$ cat config.mk
export PLATFORM = sky130hd
export DESIGN_NAME = disk_elevator_scheduler_top
export DESIGN_NICKNAME = d
export VERILOG_FILES = /design/src/rtl/core/des_pkg.sv /design/src/rtl/core/des_store.sv /design/src/rtl/core/des_ctrl.sv /design/src/rtl/core/disk_elevator_scheduler_top.sv
export SDC_FILE = /design/constraint.sdc
export NUM_CORES = 1
export LEC_CHECK = 0
export ABC_AREA = 1
export BUFFER_PORTS_ARGS = -buffer_cell sky130_fd_sc_hd__buf_2
export CORE_MARGIN = 4
export CORE_UTILIZATION = 45
export DETAILED_ROUTE_END_ITERATION = 8
export SYNTH_ARGS = -nofsm -noshare
export SYNTH_HDL_FRONTEND = slang
export SYNTH_SLANG_ARGS = --single-unit
$ cat constraint.sdc
create_clock -name clk_i -period 4.33 [get_ports clk_i]
set_input_delay 0 -clock clk_i [delete_from_list [all_inputs] [get_ports clk_i]]
set_output_delay 0 -clock clk_i [all_outputs]
set_load 0.01 [all_outputs]
$ cat src/rtl/core/des_pkg.sv
package des_pkg;

  // Fixed field widths of the request and result items.
  localparam int unsigned POS_W            = 16;
  localparam int unsigned SEEK_W           = 21;
  localparam int unsigned STORE_DEPTH_MAX  = 32;
  localparam int unsigned DEF_MAX_REQUESTS = 32;
  localparam int unsigned DEF_CYL_BITS     = 16;

  typedef enum logic {
    CMD_LOAD  = 1'b0,
    CMD_START = 1'b1
  } cmd_e;

  typedef enum logic [2:0] {
    ST_IDLE,
    ST_SCAN,
    ST_DECIDE,
    ST_EMIT,
    ST_EMPTY
  } st_e;

  typedef struct packed {
    logic             cmd;
    logic [POS_W-1:0] position;
  } in_req_t;

  typedef struct packed {
    logic [POS_W-1:0]  served_cylinder;
    logic [SEEK_W-1:0] seek_total;
    logic              last;
    logic              empty_batch;
    logic              dropped;
  } out_res_t;

endpackage

$ cat src/rtl/core/des_store.sv
module des_store import des_pkg::*; #(
  parameter int unsigned DEPTH = STORE_DEPTH_MAX,
  parameter int unsigned WIDTH = DEF_CYL_BITS,
  localparam int unsigned AW   = (DEPTH > 1) ? $clog2(DEPTH) : 1
) (
  input  logic             clk_i,
  input  logic             we_i,
  input  logic [AW-1:0]    waddr_i,
  input  logic [WIDTH-1:0] wdata_i,
  input  logic             re_i,
  input  logic [AW-1:0]    raddr_i,
  output logic [WIDTH-1:0] rdata_o
);

  // Single write port, single registered read port. Writes happen only
  // while idle and reads only while scanning, so no forwarding is needed.
  logic [WIDTH-1:0] mem_q [DEPTH];
  logic [WIDTH-1:0] rdata_q;

  always_ff @(posedge clk_i) begin
    if (we_i) begin
      mem_q[waddr_i] <= wdata_i;
    end
    if (re_i) begin
      rdata_q <= mem_q[raddr_i];
    end
  end

  assign rdata_o = rdata_q;

endmodule

$ cat src/rtl/core/des_ctrl.sv
module des_ctrl import des_pkg::*; #(
  parameter int unsigned MAX_REQUESTS = DEF_MAX_REQUESTS,
  parameter int unsigned CYL_BITS     = DEF_CYL_BITS,
  localparam int unsigned CAP   = (MAX_REQUESTS < STORE_DEPTH_MAX) ? MAX_REQUESTS
                                                                   : STORE_DEPTH_MAX,
  localparam int unsigned CW    = (CYL_BITS < POS_W) ? CYL_BITS : POS_W,
  localparam int unsigned IDX_W = (CAP > 1) ? $clog2(CAP) : 1,
  localparam int unsigned CNT_W = $clog2(CAP + 1)
) (
  input  logic             clk_i,
  input  logic             rst_ni,
  input  logic             in_valid_i,
  output logic             in_ready_o,
  input  in_req_t          in_req_i,
  output logic             out_valid_o,
  input  logic             out_ready_i,
  output out_res_t         out_res_o,
  // request store port
  output logic             mem_we_o,
  output logic [IDX_W-1:0] mem_waddr_o,
  output logic [CW-1:0]    mem_wdata_o,
  output logic             mem_re_o,
  output logic [IDX_W-1:0] mem_raddr_o,
  input  logic [CW-1:0]    mem_rdata_i
);

  // control state
  st_e              state_q, state_d;
  logic [CNT_W-1:0] count_q, count_d;
  logic             ovf_q, ovf_d;
  logic [CNT_W-1:0] n_q, n_d;
  logic [CNT_W-1:0] k_q, k_d;
  logic             drop_q, drop_d;
  logic             phase_up_q, phase_up_d;
  logic [CAP-1:0]   served_q, served_d;
  logic [IDX_W-1:0] scan_addr_q, scan_addr_d;
  logic             issue_q, issue_d;
  logic             rd_vld_q, rd_vld_d;
  logic             found_q, found_d;
  logic             out_valid_q, out_valid_d;
  logic [SEEK_W-1:0] seek_q, seek_d;

  // payload
  logic [CW-1:0]    head0_q, head0_d;
  logic [CW-1:0]    head_q, head_d;
  logic [IDX_W-1:0] rd_idx_q, rd_idx_d;
  logic [CW-1:0]    best_val_q, best_val_d;
  logic [IDX_W-1:0] best_idx_q, best_idx_d;
  out_res_t         out_res_q, out_res_d;

  logic             in_acc;
  logic             slot_free;
  logic [CW-1:0]    pos_c;
  logic             elig;
  logic             better;
  logic [CW-1:0]    move_len;
  logic [SEEK_W:0]  seek_sum;
  logic [SEEK_W-1:0] seek_sat;
  logic             is_last;

  assign in_ready_o = (state_q == ST_IDLE);
  assign in_acc     = in_valid_i && in_ready_o;
  assign slot_free  = !out_valid_q || out_ready_i;
  assign pos_c      = in_req_i.position[CW-1:0];

  assign mem_we_o    = in_acc && (in_req_i.cmd == CMD_LOAD) && (count_q < CNT_W'(CAP));
  assign mem_waddr_o = count_q[IDX_W-1:0];
  assign mem_wdata_o = pos_c;
  assign mem_re_o    = (state_q == ST_SCAN) && issue_q;
  assign mem_raddr_o = scan_addr_q;

  // candidate test on the entry read last cycle
  assign elig   = !served_q[rd_idx_q] &&
                  (phase_up_q ? (mem_rdata_i > head0_q) : (mem_rdata_i <= head0_q));
  assign better = !found_q ||
                  (phase_up_q ? (mem_rdata_i < best_val_q) : (mem_rdata_i > best_val_q));

  assign move_len = (head_q > best_val_q) ? (head_q - best_val_q) : (best_val_q - head_q);
  assign seek_sum = {1'b0, seek_q} + (SEEK_W + 1)'(move_len);
  assign seek_sat = seek_sum[SEEK_W] ? {SEEK_W{1'b1}} : seek_sum[SEEK_W-1:0];
  assign is_last  = (k_q == n_q - CNT_W'(1));

  always_comb begin
    state_d     = state_q;
    count_d     = count_q;
    ovf_d       = ovf_q;
    n_d         = n_q;
    k_d         = k_q;
    drop_d      = drop_q;
    phase_up_d  = phase_up_q;
    served_d    = served_q;
    scan_addr_d = scan_addr_q;
    issue_d     = issue_q;
    rd_vld_d    = 1'b0;
    found_d     = found_q;
    seek_d      = seek_q;
    head0_d     = head0_q;
    head_d      = head_q;
    rd_idx_d    = rd_idx_q;
    best_val_d  = best_val_q;
    best_idx_d  = best_idx_q;
    out_res_d   = out_res_q;
    out_valid_d = out_valid_q && !out_ready_i;

    unique case (state_q)
      ST_IDLE: begin
        if (in_acc) begin
          if (in_req_i.cmd == CMD_LOAD) begin
            if (count_q < CNT_W'(CAP)) begin
              count_d = count_q + CNT_W'(1);
            end else begin
              ovf_d = 1'b1;
            end
          end else begin
            n_d         = count_q;
            drop_d      = ovf_q;
            count_d     = '0;
            ovf_d       = 1'b0;
            head0_d     = pos_c;
            head_d      = pos_c;
            seek_d      = '0;
            k_d         = '0;
            phase_up_d  = 1'b0;
            served_d    = '0;
            scan_addr_d = '0;
            issue_d     = 1'b1;
            found_d     = 1'b0;
            state_d     = (count_q == '0) ? ST_EMPTY : ST_SCAN;
          end
        end
      end

      ST_SCAN: begin
        if (issue_q) begin
          rd_vld_d = 1'b1;
          rd_idx_d = scan_addr_q;
          if (CNT_W'(scan_addr_q) == n_q - CNT_W'(1)) begin
            issue_d = 1'b0;
          end else begin
            scan_addr_d = scan_addr_q + IDX_W'(1);
          end
        end
        if (rd_vld_q) begin
          if (elig && better) begin
            found_d    = 1'b1;
            best_val_d = mem_rdata_i;
            best_idx_d = rd_idx_q;
          end
          if (CNT_W'(rd_idx_q) == n_q - CNT_W'(1)) begin
            state_d = ST_DECIDE;
          end
        end
      end

      ST_DECIDE: begin
        if (found_q) begin
          state_d = ST_EMIT;
        end else if (!phase_up_q) begin
          // lower group exhausted, sweep upward
          phase_up_d  = 1'b1;
          scan_addr_d = '0;
          issue_d     = 1'b1;
          state_d     = ST_SCAN;
        end else begin
          state_d = ST_IDLE;
        end
      end

      ST_EMIT: begin
        if (slot_free) begin
          out_valid_d               = 1'b1;
          out_res_d.served_cylinder = POS_W'(best_val_q);
          out_res_d.seek_total      = seek_sat;
          out_res_d.last            = is_last;
          out_res_d.empty_batch     = 1'b0;
          out_res_d.dropped         = drop_q;
          seek_d                    = seek_sat;
          head_d                    = best_val_q;
          served_d[best_idx_q]      = 1'b1;
          k_d                       = k_q + CNT_W'(1);
          found_d                   = 1'b0;
          if (is_last) begin
            state_d = ST_IDLE;
          end else begin
            scan_addr_d = '0;
            issue_d     = 1'b1;
            state_d     = ST_SCAN;
          end
        end
      end

      ST_EMPTY: begin
        if (slot_free) begin
          out_valid_d = 1'b1;
          out_res_d   = '0;
          out_res_d.empty_batch = 1'b1;
          state_d     = ST_IDLE;
        end
      end

      default: state_d = ST_IDLE;
    endcase
  end

  always_ff @(posedge clk_i or negedge rst_ni) begin
    if (!rst_ni) begin
      state_q     <= ST_IDLE;
      count_q     <= '0;
      ovf_q       <= 1'b0;
      n_q         <= '0;
      k_q         <= '0;
      drop_q      <= 1'b0;
      phase_up_q  <= 1'b0;
      served_q    <= '0;
      scan_addr_q <= '0;
      issue_q     <= 1'b0;
      rd_vld_q    <= 1'b0;
      found_q     <= 1'b0;
      out_valid_q <= 1'b0;
      seek_q      <= '0;
    end else begin
      state_q     <= state_d;
      count_q     <= count_d;
      ovf_q       <= ovf_d;
      n_q         <= n_d;
      k_q         <= k_d;
      drop_q      <= drop_d;
      phase_up_q  <= phase_up_d;
      served_q    <= served_d;
      scan_addr_q <= scan_addr_d;
      issue_q     <= issue_d;
      rd_vld_q    <= rd_vld_d;
      found_q     <= found_d;
      out_valid_q <= out_valid_d;
      seek_q      <= seek_d;
    end
  end

  always_ff @(posedge clk_i) begin
    head0_q    <= head0_d;
    head_q     <= head_d;
    rd_idx_q   <= rd_idx_d;
    best_val_q <= best_val_d;
    best_idx_q <= best_idx_d;
    out_res_q  <= out_res_d;
  end

  assign out_valid_o = out_valid_q;
  assign out_res_o   = out_res_q;

endmodule

$ cat src/rtl/core/disk_elevator_scheduler_top.sv
// Elevator (SCAN) disk request scheduler.
//
// Input channel (in_valid_i / in_ready_o / in_req_i): a request with cmd
// load stores one cylinder; a full store drops it and flags the batch.
// A request with cmd start carries the head cylinder and serves the batch:
// cylinders at or below the head in descending order, then those above it
// in ascending order. The store is emptied after every start.
// Output channel (out_valid_o / out_ready_i / out_res_o): one result per
// served cylinder with the running seek total; the final one has last set.
// An empty batch gives one result with empty_batch set and all else zero.
//
// Each result of a batch takes one scan pass over the single read port of
// the store, plus one extra pass when the sweep turns upward. Input is held
// off while a batch is served; after the last result is registered the block
// takes requests again while that result waits in the output register.
// A stalled receiver holds the scan at its next result.
// Reset clears the request count and the overflow flag; no store sweep.
module disk_elevator_scheduler_top import des_pkg::*; #(
  parameter int unsigned MAX_REQUESTS = DEF_MAX_REQUESTS,
  parameter int unsigned CYL_BITS     = DEF_CYL_BITS
) (
  input  logic     clk_i,
  input  logic     rst_ni,
  input  logic     in_valid_i,
  output logic     in_ready_o,
  input  in_req_t  in_req_i,
  output logic     out_valid_o,
  input  logic     out_ready_i,
  output out_res_t out_res_o
);

  // store depth never exceeds 32 entries; cylinders use the low bits only
  localparam int unsigned CAP   = (MAX_REQUESTS < STORE_DEPTH_MAX) ? MAX_REQUESTS
                                                                   : STORE_DEPTH_MAX;
  localparam int unsigned CW    = (CYL_BITS < POS_W) ? CYL_BITS : POS_W;
  localparam int unsigned IDX_W = (CAP > 1) ? $clog2(CAP) : 1;

  logic             mem_we;
  logic [IDX_W-1:0] mem_waddr;
  logic [CW-1:0]    mem_wdata;
  logic             mem_re;
  logic [IDX_W-1:0] mem_raddr;
  logic [CW-1:0]    mem_rdata;

  des_ctrl #(
    .MAX_REQUESTS (MAX_REQUESTS),
    .CYL_BITS     (CYL_BITS)
  ) u_ctrl (
    .clk_i       (clk_i),
    .rst_ni      (rst_ni),
    .in_valid_i  (in_valid_i),
    .in_ready_o  (in_ready_o),
    .in_req_i    (in_req_i),
    .out_valid_o (out_valid_o),
    .out_ready_i (out_ready_i),
    .out_res_o   (out_res_o),
    .mem_we_o    (mem_we),
    .mem_waddr_o (mem_waddr),
    .mem_wdata_o (mem_wdata),
    .mem_re_o    (mem_re),
    .mem_raddr_o (mem_raddr),
    .mem_rdata_i (mem_rdata)
  );

  // pending cylinders, packed from entry zero
  des_store #(
    .DEPTH (CAP),
    .WIDTH (CW)
  ) u_store (
    .clk_i   (clk_i),
    .we_i    (mem_we),
    .waddr_i (mem_waddr),
    .wdata_i (mem_wdata),
    .re_i    (mem_re),
    .raddr_i (mem_raddr),
    .rdata_o (mem_rdata)
  );

endmodule

==> metrics.yaml <==
yosys:
  synth_cell_types: 55
  syn_area_per_cell_sq_um: 11.1
  syn_inst: 2866
  synth_top_area_cell: "edfxtp_1"
  synth_fp_nets: 2976
  synth-edff-count: 626
  synthTopCellsByCount: "edfxtp_1 (626), nor2_1 (425), nand2_1 (406)"
  yosysMostFrequentCell: "edfxtp_1"
  synth_ff_type: "edfxtp_1"
  synth_area_leaders: "edfxtp_1 (59%), dfrtp_1 (6.8%), o21ai_0 (5.1%)"
  yosys_register_bits: 712
  yosys_warnings: 0
  synth_area_sq_mm: 0.0318
  synth.top_cell.area_share_pct: 59.0
  asyncSetResetFlopFracSynth_pct: 12.1
  ys_seq_area_share_pct: 65.8
power_and_ir_drop:
  peakVddDrop_mv: 0.327
  powerDensity_mw_per_mm2: 390
  p_leak_uw: 0.0138
clock_network:
  cts_tree: "done"
  clk_pin_slew_ps: 60
  ctsHtreeMaxLevel: 3
  insertion_delay_ps: 620
  clk_path_buf_depth: 3
  cts-buffers-inserted: 78
  cts.sinks: 712
  root_buffer: "clkbuf_16"
timing:
  slew_violations: 0
  finalSetupViolations: 0
  period_share_pct: 92.7
  setup_tns_ps: 0
  hold_viol: 0
  timing.final.crit_period_ps: 4010
  worst_slack_ps: 316
  holdWs_ps: 13.8
  max_slew.worst_pin.slew_ps: 1160
  fin_skew_ps: 20.3
  max_freq_mhz: 249
  relSlewSlack_pct: 22.7
final_layout:
  final_core_util_pct: 51.6
  n_antenna_cell: 0
  fillCellCount: 6191
  drive_gt1_share_pct: 10.4
  area_growth_pct: 13.4
  fin_nets: 3068
routing:
  drtPass1Iterations: 7
  vias_per_cell: 5.49
  drt_iter0_drc: 1911
  wl_per_cell_microns: 20.6
  final_antenna_net_count: 0
  drc: 0
  vias: 21711
  wl_mm: 81.4
critical_path:
  worst_setup_path_end_kind: "flip-flop"
  crit_arrival_ps: 4350
  crit_required_ps: 4670
  critPathKind: "flip-flop to flip-flop"
  start_kind: "flip-flop"
  worst-path-max-fanout: 6
grt:
  antenna_found_initial: 0
  grt_max_degree: 99
  gr-total-overflow: 0
  grt_pass1_vias: 20973
  grt_first_pass_wirelength_mm: 124
  grt_use_total_pct: 21.4
status:
  status: "finished, final reports clean"
placement:
  hpwl_mm: 51.4
  dp_worst_setup_slack_ps: 111
  gp_congestion: 0.863
  numPortBuffers: 62
floorplanning:
  die_h_microns: 274
  core_area_sq_mm: 0.0700
  initial_core_util_pct: 45.5
  die-area_sq_mm: 0.0751
  die_w_microns: 274
  core.rowCount: 97
  io_pins: 63
min_path:
  min_path_type: "primary input to flip-flop"
job:
  maxCapViolCount: 0
[critical path: stages (launching register included)]
cell and delay [ps]:
edfxtp_1 450, inv_1 190, ha_1 320, nand2_1 80, o21ai_1 280, a21oi_1 200, o21ai_1 290, xor2_1 170
nand2_1 70, nand2_1 70, inv_1 50, ha_1 350, nand2_1 180, o21ai_1 110, a21oi_1 180, o21ai_1 110
nor2_4 250, buf_4 160, nand2_1 40, nor2_1 120, nor2_1 60
[layout by cell type (no fill, tap or decap), types with 39 or more instances in the layout]
cell type / synthesis / layout
nand3_1: 122 / 122
nand2_1: 406 / 402
dfrtp_1: 86 / 83
nor2_1: 425 / 418
inv_1: 204 / 202
a21oi_1: 94 / 87
buf_4: 5 / 60
o22ai_1: 83 / 83
clkbuf_16: 0 / 78
edfxtp_1: 626 / 626
buf_2: 27 / 61
o221ai_1: 51 / 51
o21ai_1: 40 / 39
o21ai_0: 324 / 324
ha_1: 86 / 82
[cells by family after synthesis]
| kind of cell | synth area share [%] |
|---|---|
| xor+xnor | 1.37 |
| compound gates | 11.3 |
| fa+ha+maj | 3.57 |
| simple gates | 13.5 |
| mux | 0.0314 |
| flops | 65.8 |
| buf+inv | 4.40 |
[area by class of cell]
type / instances / area (sq um) / share of cell area [%]
clock inverters: 44 / 483 / 1.34
inverters: 220 / 845 / 2.34
well taps: 940 / 1180 / 3.26
repair buffers: 144 / 1030 / 2.84
clock buffers: 91 / 2010 / 5.57
multi-input cells: 1802 / 9610 / 26.6
flip-flops and latches: 712 / 21000 / 58.0
[routing by layer]
layer | up-vias | wire length, microns | GRT usage [%] | part of all wire [%]
met3 | 106 | 4770 | 3.44 | 5.9
li1 | 10307 | - | - | -
met2 | 672 | 38200 | 34.4 | 47
met4 | 0 | 2540 | 6.99 | 3.1
met5 | - | 0 | 0 | 0
met1 | 10626 | 35800 | 30.1 | 44
[per-stage QoR]
| stage | instance area, sq um | cells | total power, uW |
|---|---|---|---|
| 2_1_floorplan | 31800 | 2866 | 7610 |
| 3_3_place_gp | 33300 | 3796 | 7720 |
| 3_5_place_dp | 33300 | 3796 | 7730 |
| 4_1_cts | 36000 | 3951 | 14200 |
| 5_1_grt | 36100 | 3953 | 14500 |
| 6_report | 36100 | 3953 | 14100 |
[worst paths after layout]
kind,endpoint,startpoint,depth (start not counted),slack [ps]
max,u_ctrl.out_res_o[18],u_ctrl.best_val_q[1],20,320
min reg2reg,u_ctrl.best_val_q[0],u_store.rdata_o[0],0,460
min,u_store.mem_q[13][3],in_req_i[3],1,10
max in group asynchronous,u_ctrl.seek_q[4],rst_ni,4,3130
max reg2reg,u_ctrl.out_res_o[18],u_ctrl.best_val_q[1],20,320
min in group asynchronous,u_ctrl.issue_q,rst_ni,4,450
[power breakdown]
part	switching [uW]	total (uW)	internal [uW]
Sequential	0.0000000000000396	7460	7460
Clock	2660	6480	3820
Combinational	120	143	23.5
Total	2780	14100	11300
[registers in the layout (all words and copies together) (netlist names), 6 cells and up]
signal and count:
u_ctrl.k_q 6, u_ctrl.served_q 32, u_ctrl.n_q 6, u_ctrl.best_val_q 16, u_ctrl.out_res_o 40, u_ctrl.seek_q 21, u_ctrl.head0_q 16, u_ctrl.count_q 6
u_ctrl.head_q 16, u_store.mem_q 512, u_store.rdata_o 16
[repair_timing]
action,in CTS,in global routing
setup buffers,0,1
gates resized for setup,0,29
hold buffers,20,0
endpoints found under the setup margin,0,41
endpoints found under the hold margin,442,0
Power figures use the tool's default switching activity.
